===== config.mk =====
export PLATFORM = sky130hd
export DESIGN_NAME = periodic_tick_dispatch_table_flat
export DESIGN_NICKNAME = d
export VERILOG_FILES = /design/src/ptd_pkg.sv /design/src/ptd_chan_if.sv /design/src/periodic_tick_dispatch_table.sv /design/src/flat_wrapper.sv
export SDC_FILE = /design/constraint.sdc
export NUM_CORES = 2
export LEC_CHECK = 0
export ABC_CLOCK_PERIOD_IN_PS = 4300
export BUFFER_PORTS_ARGS = -buffer_cell sky130_fd_sc_hd__buf_2
export CORE_MARGIN = 1
export CORE_UTILIZATION = 56
export DETAILED_ROUTE_END_ITERATION = 10
export HOLD_SLACK_MARGIN = 0.15
export PLACE_DENSITY = 0.85
export SYNTH_ARGS = -nofsm -noshare
export SYNTH_HDL_FRONTEND = slang
export SYNTH_SLANG_ARGS = --single-unit
export TNS_END_PERCENT = 100

===== constraint.sdc =====
create_clock -name clk -period 4.3 [get_ports clk]
set_input_delay 0.86 -clock clk [delete_from_list [all_inputs] [get_ports clk]]
set_output_delay 0.86 -clock clk [all_outputs]
set_load 0.1 [all_outputs]

===== src/ptd_pkg.sv =====
// ---------------------------------------------------------------------------
// Periodic tick dispatch package
// Shared types, request and status codes, default sizes and a width helper.
// ---------------------------------------------------------------------------
package ptd_pkg;

	localparam int DEF_TIMER_COUNT     = 9;
	localparam int DEF_SLOTS_PER_TIMER = 8;
	localparam int DEF_QUEUE_DEPTH     = 32;
	localparam int DEF_ID_BITS         = 8;

	// Request codes.
	localparam logic [2:0] FUNC_ATTACH = 3'd0;
	localparam logic [2:0] FUNC_DETACH = 3'd1;
	localparam logic [2:0] FUNC_FIRE   = 3'd2;
	localparam logic [2:0] FUNC_POP    = 3'd3;
	localparam logic [2:0] FUNC_FLUSH  = 3'd4;

	// Status codes.
	localparam logic [2:0] ST_OK       = 3'd0;
	localparam logic [2:0] ST_DUP      = 3'd1;
	localparam logic [2:0] ST_NO_TIMER = 3'd2;
	localparam logic [2:0] ST_NO_SLOT  = 3'd3;
	localparam logic [2:0] ST_BAD      = 3'd4;
	localparam logic [2:0] ST_OVERFLOW = 3'd5;
	localparam logic [2:0] ST_EMPTY    = 3'd6;

	typedef struct packed {
		logic [2:0]  func;
		logic [7:0]  observer_id;
		logic [31:0] interval;
		logic [3:0]  timer_number;
	} req_item_t;

	typedef struct packed {
		logic [2:0]  status;
		logic [3:0]  timer_index;
		logic        start_timer;
		logic [31:0] period;
		logic [3:0]  removed_count;
		logic [3:0]  enqueued_count;
		logic [7:0]  popped_id;
		logic [5:0]  queue_level;
	} rsp_item_t;

	// Index width for n entries, never below one bit.
	function automatic int cbits(input int n);
		int r;
		r = $clog2(n);
		return (r < 1) ? 1 : r;
	endfunction

endpackage


===== src/ptd_chan_if.sv =====
// ---------------------------------------------------------------------------
// Valid/ready channel
// Carries one word per handshake: valid, ready and a payload of type T.
// ---------------------------------------------------------------------------
interface ptd_chan_if #(
	parameter type T = logic
);
	logic valid;
	logic ready;
	T     data;

	modport source (output valid, output data, input ready);
	modport sink   (input valid, input data, output ready);
endinterface


===== src/periodic_tick_dispatch_table.sv =====
// ---------------------------------------------------------------------------
// Periodic tick dispatch table
// Timer table with subscriber slots and a dispatch ring, run by a sequencer.
// ---------------------------------------------------------------------------
// Usage: requests arrive as words on req (attach, detach, fire, pop, flush)
// and every request yields exactly one word on rsp. Both channels move a word
// when valid and ready are high at a rising edge of clk.
// The block takes one request at a time: req.ready is high only while the
// sequencer is idle. How long a request takes is set by the scans over
// the slot memory, which has one read port:
//   attach  scans the timer table, then the slots of the chosen timer,
//           or ends after the timer scan when no timer can be claimed,
//   detach  scans every slot of every timer,
//   fire    scans the slots of its timer; pop, flush and rejects scan none.
// Results sit in an output register; a new request may be accepted while
// the previous result still waits there. If the receiver stalls, the
// finished result of the next request is held in the sequencer until the
// output register frees up, so nothing is lost or repeated.
// After reset the slot memory is cleared one entry per cycle, every slot in
// turn; req.ready stays low during that pass. Timer periods and the ring
// pointers reset at once.
// ---------------------------------------------------------------------------
module periodic_tick_dispatch_table
	import ptd_pkg::*;
#(
	parameter int TIMER_COUNT     = DEF_TIMER_COUNT,
	parameter int SLOTS_PER_TIMER = DEF_SLOTS_PER_TIMER,
	parameter int QUEUE_DEPTH     = DEF_QUEUE_DEPTH,
	parameter int ID_BITS         = DEF_ID_BITS
) (
	input  logic       clk,
	input  logic       arst_n,
	ptd_chan_if.sink   req,
	ptd_chan_if.source rsp
);

	localparam int NSLOT = TIMER_COUNT * SLOTS_PER_TIMER;
	localparam int TW    = cbits(TIMER_COUNT);
	localparam int TCW   = $clog2(TIMER_COUNT + 1);
	localparam int SW    = cbits(SLOTS_PER_TIMER);
	localparam int AW    = cbits(NSLOT);
	localparam int NCW   = $clog2(NSLOT + 1);
	localparam int QW    = cbits(QUEUE_DEPTH);
	localparam int CW    = $clog2(QUEUE_DEPTH + 1);

	// Sequencer states.
	localparam logic [2:0] S_CLEAR = 3'd0;
	localparam logic [2:0] S_IDLE  = 3'd1;
	localparam logic [2:0] S_TSCAN = 3'd2;
	localparam logic [2:0] S_BASE  = 3'd3;
	localparam logic [2:0] S_SSCAN = 3'd4;
	localparam logic [2:0] S_POP   = 3'd5;
	localparam logic [2:0] S_DONE  = 3'd6;

	logic [2:0]         state_q;
	logic [2:0]         op_q;
	logic [ID_BITS-1:0] id_q;
	logic [31:0]        per_q;

	// Timer table; a period of zero marks a free timer.
	logic [31:0]        period_q [TIMER_COUNT];

	// Timer scan.
	logic [TCW-1:0]     tcnt_q;
	logic               match_found_q, free_found_q;
	logic [TW-1:0]      match_q, free_q, sel_t_q;

	// Slot scan.
	logic [AW-1:0]      base_q;
	logic [NCW-1:0]     cnt_q, len_q, n_q;
	logic               valid_s1;
	logic [AW-1:0]      addr_s1;
	logic [SW-1:0]      pos_s1;
	logic               dup_q, empty_found_q, ovf_q;
	logic [SW-1:0]      empty_q;

	// Slot memory.
	logic [ID_BITS-1:0] slot_mem [NSLOT];
	logic [ID_BITS-1:0] slot_rd_s1;
	logic               slot_we;
	logic [AW-1:0]      slot_wa, slot_ra, fin_addr;
	logic [ID_BITS-1:0] slot_wd;

	// Dispatch ring.
	logic [ID_BITS-1:0] q_mem [QUEUE_DEPTH];
	logic [ID_BITS-1:0] q_rd_s1;
	logic [QW-1:0]      head_q, tail_q;
	logic [CW-1:0]      count_q;
	logic               q_full, q_we;

	// Result under construction and output register.
	rsp_item_t          res_q;
	rsp_item_t          rsp_data_q;
	logic               rsp_valid_q;
	rsp_item_t          res_init, res_done;
	logic [2:0]         acc_status;

	logic               accept, issue, scan_end, out_free, tscan_hit;
	logic [ID_BITS-1:0] req_id;

	assign accept   = req.valid && req.ready;
	assign req_id   = ID_BITS'(req.data.observer_id);
	assign issue    = (state_q == S_SSCAN) && (cnt_q < len_q);
	assign scan_end = (state_q == S_SSCAN) && (cnt_q == len_q) && !valid_s1;
	assign out_free = !rsp_valid_q || rsp.ready;
	assign q_full   = (count_q == CW'(QUEUE_DEPTH));
	assign slot_ra  = AW'(32'(base_q) + 32'(cnt_q));
	assign fin_addr = AW'(32'(base_q) + 32'(empty_q));
	assign tscan_hit = (state_q == S_TSCAN) && (tcnt_q < TCW'(TIMER_COUNT));

	// A fired subscriber goes into the ring only while there is room.
	assign q_we = (state_q == S_SSCAN) && (op_q == FUNC_FIRE) && valid_s1
		&& (slot_rd_s1 != '0) && !q_full;

	assign req.ready = (state_q == S_IDLE);
	assign rsp.valid = rsp_valid_q;
	assign rsp.data  = rsp_data_q;

	// Status known at acceptance; later states refine it.
	always_comb begin
		acc_status = ST_BAD;
		case (req.data.func) inside
			FUNC_ATTACH, FUNC_DETACH: begin
				if (req_id != '0 && (req.data.func == FUNC_DETACH
					|| req.data.interval != '0)) begin
					acc_status = ST_OK;
				end
			end
			FUNC_FIRE: begin
				if (int'(req.data.timer_number) < TIMER_COUNT) begin
					acc_status = ST_OK;
				end
			end
			FUNC_POP: begin
				acc_status = (count_q == '0) ? ST_EMPTY : ST_OK;
			end
			FUNC_FLUSH: begin
				acc_status = ST_OK;
			end
			default: begin
			end
		endcase
		res_init        = '0;
		res_init.status = acc_status;
	end

	// The ring level is reported as it stands when the result is handed over.
	always_comb begin
		res_done             = res_q;
		res_done.queue_level = 6'(count_q);
	end

	// Slot memory write: reset clearing pass, detach clearing matches, and
	// the final write of a successful attach.
	always_comb begin
		slot_we = 1'b0;
		slot_wa = addr_s1;
		slot_wd = '0;
		if (state_q == S_CLEAR) begin
			slot_we = 1'b1;
			slot_wa = cnt_q[AW-1:0];
		end else if (state_q == S_SSCAN) begin
			if (op_q == FUNC_DETACH && valid_s1 && slot_rd_s1 == id_q) begin
				slot_we = 1'b1;
			end else if (op_q == FUNC_ATTACH && scan_end && !dup_q && empty_found_q) begin
				slot_we = 1'b1;
				slot_wa = fin_addr;
				slot_wd = id_q;
			end
		end
	end

	always_ff @(posedge clk) begin
		if (slot_we) begin
			slot_mem[slot_wa] <= slot_wd;
		end
		slot_rd_s1 <= slot_mem[slot_ra];
	end

	always_ff @(posedge clk) begin
		if (q_we) begin
			q_mem[head_q] <= slot_rd_s1;
		end
		q_rd_s1 <= q_mem[tail_q];
	end

	// Read pipeline bookkeeping for the slot scan.
	always_ff @(posedge clk or negedge arst_n) begin
		if (!arst_n) begin
			valid_s1 <= 1'b0;
		end else begin
			valid_s1 <= issue;
		end
	end

	always_ff @(posedge clk) begin
		addr_s1 <= slot_ra;
		pos_s1  <= SW'(cnt_q);
	end

	// Output register.
	always_ff @(posedge clk or negedge arst_n) begin
		if (!arst_n) begin
			rsp_valid_q <= 1'b0;
		end else if (state_q == S_DONE && out_free) begin
			rsp_valid_q <= 1'b1;
		end else if (rsp.ready) begin
			rsp_valid_q <= 1'b0;
		end
	end

	always_ff @(posedge clk) begin
		if (state_q == S_DONE && out_free) begin
			rsp_data_q <= res_done;
		end
	end

	// Sequencer.
	always_ff @(posedge clk or negedge arst_n) begin
		if (!arst_n) begin
			state_q       <= S_CLEAR;
			cnt_q         <= '0;
			head_q        <= '0;
			tail_q        <= '0;
			count_q       <= '0;
			for (int i = 0; i < TIMER_COUNT; i++) begin
				period_q[i] <= '0;
			end
			op_q          <= FUNC_ATTACH;
			tcnt_q        <= '0;
			match_found_q <= 1'b0;
			free_found_q  <= 1'b0;
			dup_q         <= 1'b0;
			empty_found_q <= 1'b0;
			ovf_q         <= 1'b0;
			n_q           <= '0;
			len_q         <= '0;
		end else begin
			unique case (state_q)
				S_CLEAR: begin
					if (cnt_q == NCW'(NSLOT - 1)) begin
						state_q <= S_IDLE;
					end
					cnt_q <= cnt_q + 1'b1;
				end
				S_IDLE: begin
					if (accept) begin
						op_q          <= req.data.func;
						sel_t_q       <= TW'(req.data.timer_number);
						tcnt_q        <= '0;
						cnt_q         <= '0;
						n_q           <= '0;
						match_found_q <= 1'b0;
						free_found_q  <= 1'b0;
						dup_q         <= 1'b0;
						empty_found_q <= 1'b0;
						ovf_q         <= 1'b0;
						case (req.data.func)
							FUNC_ATTACH: begin
								if (req_id != '0 && req.data.interval != '0) begin
									state_q <= S_TSCAN;
								end else begin
									state_q <= S_DONE;
								end
							end
							FUNC_DETACH: begin
								if (req_id != '0) begin
									len_q   <= NCW'(NSLOT);
									state_q <= S_SSCAN;
								end else begin
									state_q <= S_DONE;
								end
							end
							FUNC_FIRE: begin
								if (int'(req.data.timer_number) < TIMER_COUNT) begin
									state_q <= S_BASE;
								end else begin
									state_q <= S_DONE;
								end
							end
							FUNC_POP: begin
								if (count_q != '0) begin
									state_q <= S_POP;
								end else begin
									state_q <= S_DONE;
								end
							end
							FUNC_FLUSH: begin
								head_q  <= '0;
								tail_q  <= '0;
								count_q <= '0;
								state_q <= S_DONE;
							end
							default: begin
								state_q <= S_DONE;
							end
						endcase
					end
				end
				S_TSCAN: begin
					if (tscan_hit) begin
						if (period_q[tcnt_q[TW-1:0]] == per_q && !match_found_q) begin
							match_found_q <= 1'b1;
							match_q       <= TW'(tcnt_q);
						end
						if (period_q[tcnt_q[TW-1:0]] == '0 && !free_found_q) begin
							free_found_q <= 1'b1;
							free_q       <= TW'(tcnt_q);
						end
						tcnt_q <= tcnt_q + 1'b1;
					end else if (match_found_q) begin
						sel_t_q <= match_q;
						state_q <= S_BASE;
					end else if (free_found_q) begin
						sel_t_q <= free_q;
						state_q <= S_BASE;
					end else begin
						state_q <= S_DONE;
					end
				end
				S_BASE: begin
					len_q   <= NCW'(SLOTS_PER_TIMER);
					state_q <= S_SSCAN;
				end
				S_SSCAN: begin
					if (issue) begin
						cnt_q <= cnt_q + 1'b1;
					end
					if (valid_s1) begin
						unique case (op_q)
							FUNC_ATTACH: begin
								if (slot_rd_s1 == id_q) begin
									dup_q <= 1'b1;
								end
								if (slot_rd_s1 == '0 && !empty_found_q) begin
									empty_found_q <= 1'b1;
									empty_q       <= pos_s1;
								end
							end
							FUNC_DETACH: begin
								if (slot_rd_s1 == id_q) begin
									n_q <= n_q + 1'b1;
								end
							end
							default: begin
								if (slot_rd_s1 != '0) begin
									if (q_full) begin
										ovf_q <= 1'b1;
									end else begin
										head_q  <= (head_q == QW'(QUEUE_DEPTH - 1))
											? '0 : head_q + 1'b1;
										count_q <= count_q + 1'b1;
										n_q     <= n_q + 1'b1;
									end
								end
							end
						endcase
					end
					if (scan_end) begin
						state_q <= S_DONE;
						if (op_q == FUNC_ATTACH && !dup_q && empty_found_q) begin
							period_q[sel_t_q] <= per_q;
						end
					end
				end
				S_POP: begin
					tail_q  <= (tail_q == QW'(QUEUE_DEPTH - 1)) ? '0 : tail_q + 1'b1;
					count_q <= count_q - 1'b1;
					state_q <= S_DONE;
				end
				S_DONE: begin
					if (out_free) begin
						state_q <= S_IDLE;
					end
				end
				default: begin
					state_q <= S_IDLE;
				end
			endcase
		end
	end

	// Request payload and result fields; no reset needed. A detach scan
	// starts at slot zero, other scans get their base in S_BASE.
	always_ff @(posedge clk) begin
		if (accept) begin
			id_q   <= req_id;
			per_q  <= req.data.interval;
			base_q <= '0;
			res_q  <= res_init;
		end else if (state_q == S_TSCAN && !tscan_hit && !match_found_q
			&& !free_found_q) begin
			res_q.status <= ST_NO_TIMER;
		end else if (state_q == S_BASE) begin
			base_q <= AW'(32'(sel_t_q) * SLOTS_PER_TIMER);
		end else if (state_q == S_POP) begin
			res_q.popped_id <= 8'(q_rd_s1);
		end else if (scan_end) begin
			if (op_q == FUNC_ATTACH) begin
				if (dup_q) begin
					res_q.status <= ST_DUP;
				end else if (!empty_found_q) begin
					res_q.status <= ST_NO_SLOT;
				end else begin
					res_q.timer_index <= 4'(sel_t_q);
					res_q.start_timer <= 1'b1;
					res_q.period      <= per_q;
				end
			end else if (op_q == FUNC_DETACH) begin
				res_q.removed_count <= 4'(n_q);
			end else begin
				res_q.enqueued_count <= 4'(n_q);
				res_q.status         <= ovf_q ? ST_OVERFLOW : ST_OK;
			end
		end
	end

	// ------------------------------------------------------------------
	// Checks.
	// ------------------------------------------------------------------
	a_count_bound: assert property (@(posedge clk) disable iff (!arst_n)
		count_q <= CW'(QUEUE_DEPTH))
		else $error("dispatch ring count above its depth");

	a_empty_ptrs: assert property (@(posedge clk) disable iff (!arst_n)
		(count_q == '0) |-> (head_q == tail_q))
		else $error("empty ring with head and tail apart");

	a_read_in_scan: assert property (@(posedge clk) disable iff (!arst_n)
		valid_s1 |-> (state_q == S_SSCAN))
		else $error("slot read data outside a slot scan");

	a_start_ok: assert property (@(posedge clk) disable iff (!arst_n)
		(rsp.valid && rsp.data.start_timer) |-> (rsp.data.status == ST_OK
			&& rsp.data.period != '0))
		else $error("timer start without a successful attach");

endmodule


===== src/flat_wrapper.sv =====
// flat-port wrapper written by rule: the top's interface ports become plain ports
module periodic_tick_dispatch_table_flat import ptd_pkg::*;
#(
	parameter int TIMER_COUNT     = DEF_TIMER_COUNT,
	parameter int SLOTS_PER_TIMER = DEF_SLOTS_PER_TIMER,
	parameter int QUEUE_DEPTH     = DEF_QUEUE_DEPTH,
	parameter int ID_BITS         = DEF_ID_BITS
)
  (clk, arst_n, req_valid, req_data, req_ready, rsp_valid, rsp_data, rsp_ready);
  ptd_chan_if #(.T(req_item_t)) req_i ();
  ptd_chan_if #(.T(rsp_item_t)) rsp_i ();
  input  logic clk;
  input  logic arst_n;
  input wire logic [$bits(req_i.valid)-1:0] req_valid;
  input wire logic [$bits(req_i.data)-1:0] req_data;
  output wire logic [$bits(req_i.ready)-1:0] req_ready;
  output wire logic [$bits(rsp_i.valid)-1:0] rsp_valid;
  output wire logic [$bits(rsp_i.data)-1:0] rsp_data;
  input wire logic [$bits(rsp_i.ready)-1:0] rsp_ready;
  assign req_i.valid = req_valid;
  assign req_i.data = req_data;
  assign req_ready = req_i.ready;
  assign rsp_valid = rsp_i.valid;
  assign rsp_data = rsp_i.data;
  assign rsp_i.ready = rsp_ready;
  periodic_tick_dispatch_table #(.TIMER_COUNT(TIMER_COUNT), .SLOTS_PER_TIMER(SLOTS_PER_TIMER), .QUEUE_DEPTH(QUEUE_DEPTH), .ID_BITS(ID_BITS)) u_core (.clk(clk), .arst_n(arst_n), .req(req_i), .rsp(rsp_i));
endmodule

# Yosys cells after proc, flatten, opt, wreduce, memory -nomap -nowiden
# Memory sizes are Yosys's and may differ from the RTL's. A register that Yosys moved wholly into a read port is not among the register bits.
# Index checks and enable logic that the tools add are counted.
# totals
out_inout_bits	64
word_cells	323
register_bits	529
mem_count	2
mem_bits_rw	832
# mem_list
name	depth	width	read_ports	rd_clocked_by_memory_dff	write_ports	line_no	source
u_core.slot_mem	72	8	1	1	1	periodic_tick_dispatch_table.sv:78	logic [ID_BITS-1:0] slot_mem [NSLOT];
u_core.q_mem	32	8	1	1	1	periodic_tick_dispatch_table.sv:85	logic [ID_BITS-1:0] q_mem [QUEUE_DEPTH];
# classes
add_sub_neg	9
order_cmp	6
reduce_logical	81
muxes	120
bitwise_logic	8
eq_ne	48
# op_table
op	n
bitwise mux 288 bit	1
binary-select mux 32 bit (select 4 bit)	1
demux 32 bit (select 4 bit)	1
2-to-1 mux 56 bit	2
2-to-1 mux 37 bit	3
2-to-1 mux 32 bit	3
2-to-1 mux 48 bit	2
2-to-1 mux 7 bit	13
2-to-1 mux 3 bit	22
2-to-1 mux 53 bit	1
2-to-1 mux 8 bit	6
one-hot mux 7 bit (2 select lines)	3
2-to-1 mux 5 bit	8
2-to-1 mux 6 bit	6
== test 32 bit	1
zero test 32 bit	1
2-to-1 mux 4 bit	8
nonzero test 32 bit	1
inequality test 2 bit (second input constant)	15
AND reduction 5 bit	6
AND reduction 7 bit	4
logical AND 1 bit	26
2-to-1 mux 1 bit	25
one-hot mux 3 bit (7 select lines)	1
other kinds (47)	112

# Depth between registers and ports, before layout
# logic_depth
word_depth	12
mapped_depth	15
ltp_nobuf	11

# Worst setup path before layout
# Ideal clock, no wire load.
# synth_timing
kind	register -> register
startpoint	register u_core.cnt_q[1]
endpoint	memory u_core.slot_mem[62][0] (netlist bit) (enable)
required_ns	3.930
setup_ns	0.370
slack_ns	0.222
stages_incl_launch_ff	14
n_path_buf	5
arrival_time_ns	3.708
synth_period_minus_slack_ns	4.078
path_cell_list	dfrtp_1 clkbuf_1 clkbuf_1 buf_2 buf_1 inv_1 ha_1 nor4bb_1 nand4_2 clkbuf_1 o21ai_0 a31oi_1 nand4_1 nor2_1
# synth_between
elab_chain_cells	12
# synth_rtl
element	line_no	source
start: declaration	periodic_tick_dispatch_table.sv:70	logic [NCW-1:0] cnt_q, len_q, n_q;
start signal: assignment	periodic_tick_dispatch_table.sv:244	cnt_q <= cnt_q + 1'b1;
start signal: assignment	periodic_tick_dispatch_table.sv:327	cnt_q <= cnt_q + 1'b1;
== test 7 bit	periodic_tick_dispatch_table.sv:104	assign scan_end = (state_q == S_SSCAN) && (cnt_q == len_q) && !valid_s1;
logical AND 1 bit (2 in a row)	periodic_tick_dispatch_table.sv:104	
logical AND 1 bit (3 in a row)	periodic_tick_dispatch_table.sv:165	end else if (op_q == FUNC_ATTACH && scan_end && !dup_q && empty_found_q) begin
2-to-1 mux 1 bit	periodic_tick_dispatch_table.sv:165	
2-to-1 mux 1 bit	periodic_tick_dispatch_table.sv:163	if (op_q == FUNC_DETACH && valid_s1 && slot_rd_s1 == id_q) begin
2-to-1 mux 1 bit	periodic_tick_dispatch_table.sv:162	end else if (state_q == S_SSCAN) begin
2-to-1 mux 1 bit	periodic_tick_dispatch_table.sv:159	if (state_q == S_CLEAR) begin
2-to-1 mux 1 bit	periodic_tick_dispatch_table.sv:174	if (slot_we) begin
2-to-1 mux 1 bit (implied by the code)	periodic_tick_dispatch_table.sv:175	slot_mem[slot_wa] <= slot_wd;
end: declaration	periodic_tick_dispatch_table.sv:78	
# Several ways; a longest one is shown, not always the timed one.

# Final worst setup path
# layout_timing
startpoint	register u_core.cnt_q[6]
endpoint	memory u_core.slot_mem[65][1] (netlist bit) (enable)
# Same word-level chain as after synthesis.

==> summary.md <==
| Metric | Value |
|---|---|
| Post-synth EDFFs | 952 |
| Reg power frac | 54.1% |
| Routed wire per std cell | 28.7 um |
| Largest net degree at the start of global routing | 165 |
| Slew HR | 17.7% |
| Endpoints failing setup | 0 |
| Share of layout cells above drive strength 1 | 29.9% |
| Root buf cell | clkbuf_16 |
| Final Cycle Share | 96.4% |
| Seq/Total Area, Yosys | 68.7% |
| Worst EP required | 4.75 ns |
| DRC | 0 |
| GP Congestion | 0.949 |
| Power Density | 409 mW/mm2 |
| Top-area cell type share of the netlist area | 51.0% |
| CTS tree | built |
| RSZ-0062 raised after global routing | no |
| Slew Viols, Final | 0 |
| Switching fraction of total power | 20.0% |
| Kind of critical path | reg -> reg |
| H-tree Lvls | 4 |
| Internal power | 20600 uW |
| DRT antenna net count | 0 |
| DRT iter0 DRCs | 4020 |
| First-pass GRT wire length | 210000 um |
| Num CTS Buffers | 136 |
| Wirelength, routed | 140000 um |
| Die ar. | 0.101 mm2 |
| Cell variety after synth | 92 |
| Synth Flop Type | edfxtp_1 |
| Syn nets | 3348 |
| Area of the core | 0.0989 mm2 |
| Post-Syn Instances | 3274 |
| Die width | 318 um |
| Overall Global Routing Usage | 27.9% |
| Synthesis-stage register bit count | 1366 |
| Post-synthesis cell area | 0.0561 mm2 |
| Via density | 6.55 |
| Fill cell count | 6376 |
| Starting Density | 56.7% |
| Sw Pwr | 5150 uW |
| Clock skew | 0.0392 ns |
| Post-synth top area cell | edfxtp_1 |
| Worst hold path type | in -> reg |
| CTS Buffer Depth | 3 |
| Final hold vios | 0 |
| ANT cells | 0 |
| Synthesized area per cell | 17.1 um2 |
| Max_cap viols | 0 |
| Actual slew at the worst max-slew pin | 1.23 ns |
| Hold path depth | 1 |
| Initial antenna violation count | 7 |
| Asr flop ratio synth | 24.5% |
| Leakage Power | 0.0227 uW |
| Via count | 31980 |
| Setup_tns | 0 ns |
| Num rows | 115 |
| Vias in the first global route | 32617 |
| Clock network fraction of total power | 45.4% |
| CP Capture Type | register |
| Max VDD drop | 0.293 mV |
| Comb power frac | 0.5% |
| Synth warn | 0 |
| Status | completed |
| Peak Freq | 241 MHz |
| Critical Path Fanout Max | 15 |
| R2r worst-path depth | 9 |
| I/O Buffers | 114 |
| CTS Sinks | 1366 |
| Die height | 318 um |
| Final #Nets | 3556 |
| Post-DP HPWL | 86900 um |
| Boundary pin count | 115 |
| Top cells by area, synth | edfxtp_1 51%, dfrtp_1 15%, mux4_2 11% |
| Clk slew on worst S/H paths | 0.06 ns |
| Min Hold Slack | 0.306 ns |
| Drt first pass iters | 5 |
| GR Overflow Total | 0 |
| Later-pin clock latency in the skew report | 0.75 ns |
| WP data arrival | 4.59 ns |
| Startpoint Class | register |
| Final min period | 4.15 ns |
| Area Overhead vs Synth | 12.4% |
## sequential cells by signal, indices dropped and copies added, names as in the netlist, 6 cells and up
signal and cells:
u_core.addr_s1 7, u_core.cnt_q 7, u_core.count_q 6, u_core.id_q 8, u_core.per_q 32, u_core.period_q 288, u_core.q_mem 256, u_core.q_rd_s1 8
u_core.res_done 56, u_core.rsp.data 62, u_core.slot_mem 576, u_core.slot_rd_s1 8
## timing repair
item / 4_1_cts / 5_1_grt
endpoints found under the hold margin: 12 / 0
hold buffers: 1 / 0
buffers inserted: 0 / 0
endpoints found under the setup margin: 0 / 25
resized for setup: 0 / 1
## metrics by stage
step | utilization, % | power (uW) | cell area [um2] | setup slack (ns) | cells
floorplan | - | 14200 | 56100 | 0.222 | 3274
global placement | 59.3 | 14300 | 58600 | 0.492 | 4630
detailed placement | 59.3 | 14300 | 58600 | 0.413 | 4630
CTS | 63.8 | 25900 | 63000 | 0.243 | 4881
global route | 63.8 | 26400 | 63000 | 0.0186 | 4881
finish | 63.8 | 25800 | 63000 | 0.154 | 4881
## power groups by stage
stage                     Sequential (uW)  Combinational, uW  Clock [uW]
after global routing                13900                143       12300
after detailed placement            14200                126           0
after CTS                           13900                129       11800
after floorplan                     14200               12.1           0
final                               13900                126       11700
after global placement              14200                124           0
## critical path, stage by stage, from the launching register on
cell and delay [ns]:
dfrtp_1 0.46, ha_1 0.33, nor4bb_1 0.42, and4_1 0.48
buf_4 0.27, nand3_1 0.14, a31oi_2 0.55, nand3_1 0.62
nor2_1 0.35, buf_4 0.23
## per-layer routing
layer	wire (um)	vias to the layer above	part of all wire [%]	global-route usage (%)
li1	-	13214	-	-
met1	55400	16630	40	39.2
met2	67900	1842	48	44.2
met3	12500	286	8.9	5.30
met4	4440	8	3.2	9.80
met5	43	-	0.031	0
## synthesized netlist by cell type (14+ instances only)
master and number:
edfxtp_1 952, clkbuf_1 90, mux2i_1 107, a22oi_1 14, nor2b_1 17, buf_4 16
mux4_2 286, nand3_1 39, nor2_1 180, buf_1 27, nand4_1 14, ha_1 21
mux2_4 16, dfrtp_1 334, nand2_1 222, o21ai_0 90, buf_2 49, and3_1 14
a21oi_1 88, nor4_1 27, xor2_1 14, nand2b_1 14, dfxtp_1 80, inv_1 43
a31oi_1 15, mux2_2 244, a221oi_1 22
## logic make-up (layout without fill, tap and decap cells)
logic type	count (synthesis)	count (layout)	share of synthesized area, %
AO/OA/AOI/OAI	340	340	3.94
flip-flops	1366	1366	68.7
XOR/XNOR	25	25	0.390
adder cells (fa/ha/maj)	23	23	0.540
AND/OR/NAND/NOR	604	604	5.05
buffers and inverters	246	566	2.19
multiplexers	670	670	19.2
## cell usage in the layout, fill, tap and decap left out, types with 27 or more instances in the layout
master     instances
edfxtp_1         952
dfrtp_1          327
mux4_2           286
mux2_2           244
nand2_1          221
nor2_1           179
buf_4            147
clkbuf_16        139
buf_2            113
mux2i_1          107
o21ai_0           90
a21oi_1           88
dfxtp_1           80
inv_1             42
nand3_1           39
clkbuf_1          31
nor4_1            27
clkinv_2          27
## area by class of cell
| cell class | instances | area (um2) | area share (%) |
|---|---|---|---|
| well taps | 1287 | 1610 | 2.55 |
| flip-flops and latches | 1366 | 38600 | 61.2 |
| repair buffers | 271 | 1870 | 2.97 |
| clock inverters | 73 | 718 | 1.14 |
| inverters | 45 | 171 | 0.272 |
| clock buffers | 177 | 3690 | 5.85 |
| multi-input cells | 1662 | 16400 | 26.0 |
## final timing paths
check	from	to	slack, ns
min	req_data[20]	u_core.per_q[16]	0.31
max reg2reg	u_core.cnt_q[6]	u_core.slot_mem[65][1]	0.15
min reg2reg	u_core.res_done[38]	u_core.rsp.data[38]	0.43
max	u_core.cnt_q[6]	u_core.slot_mem[65][1]	0.15
max in group asynchronous	arst_n	u_core.period_q[246]	2.60
min in group asynchronous	arst_n	u_core.period_q[269]	0.53
Note: power is estimated with default switching activity, not from simulation.
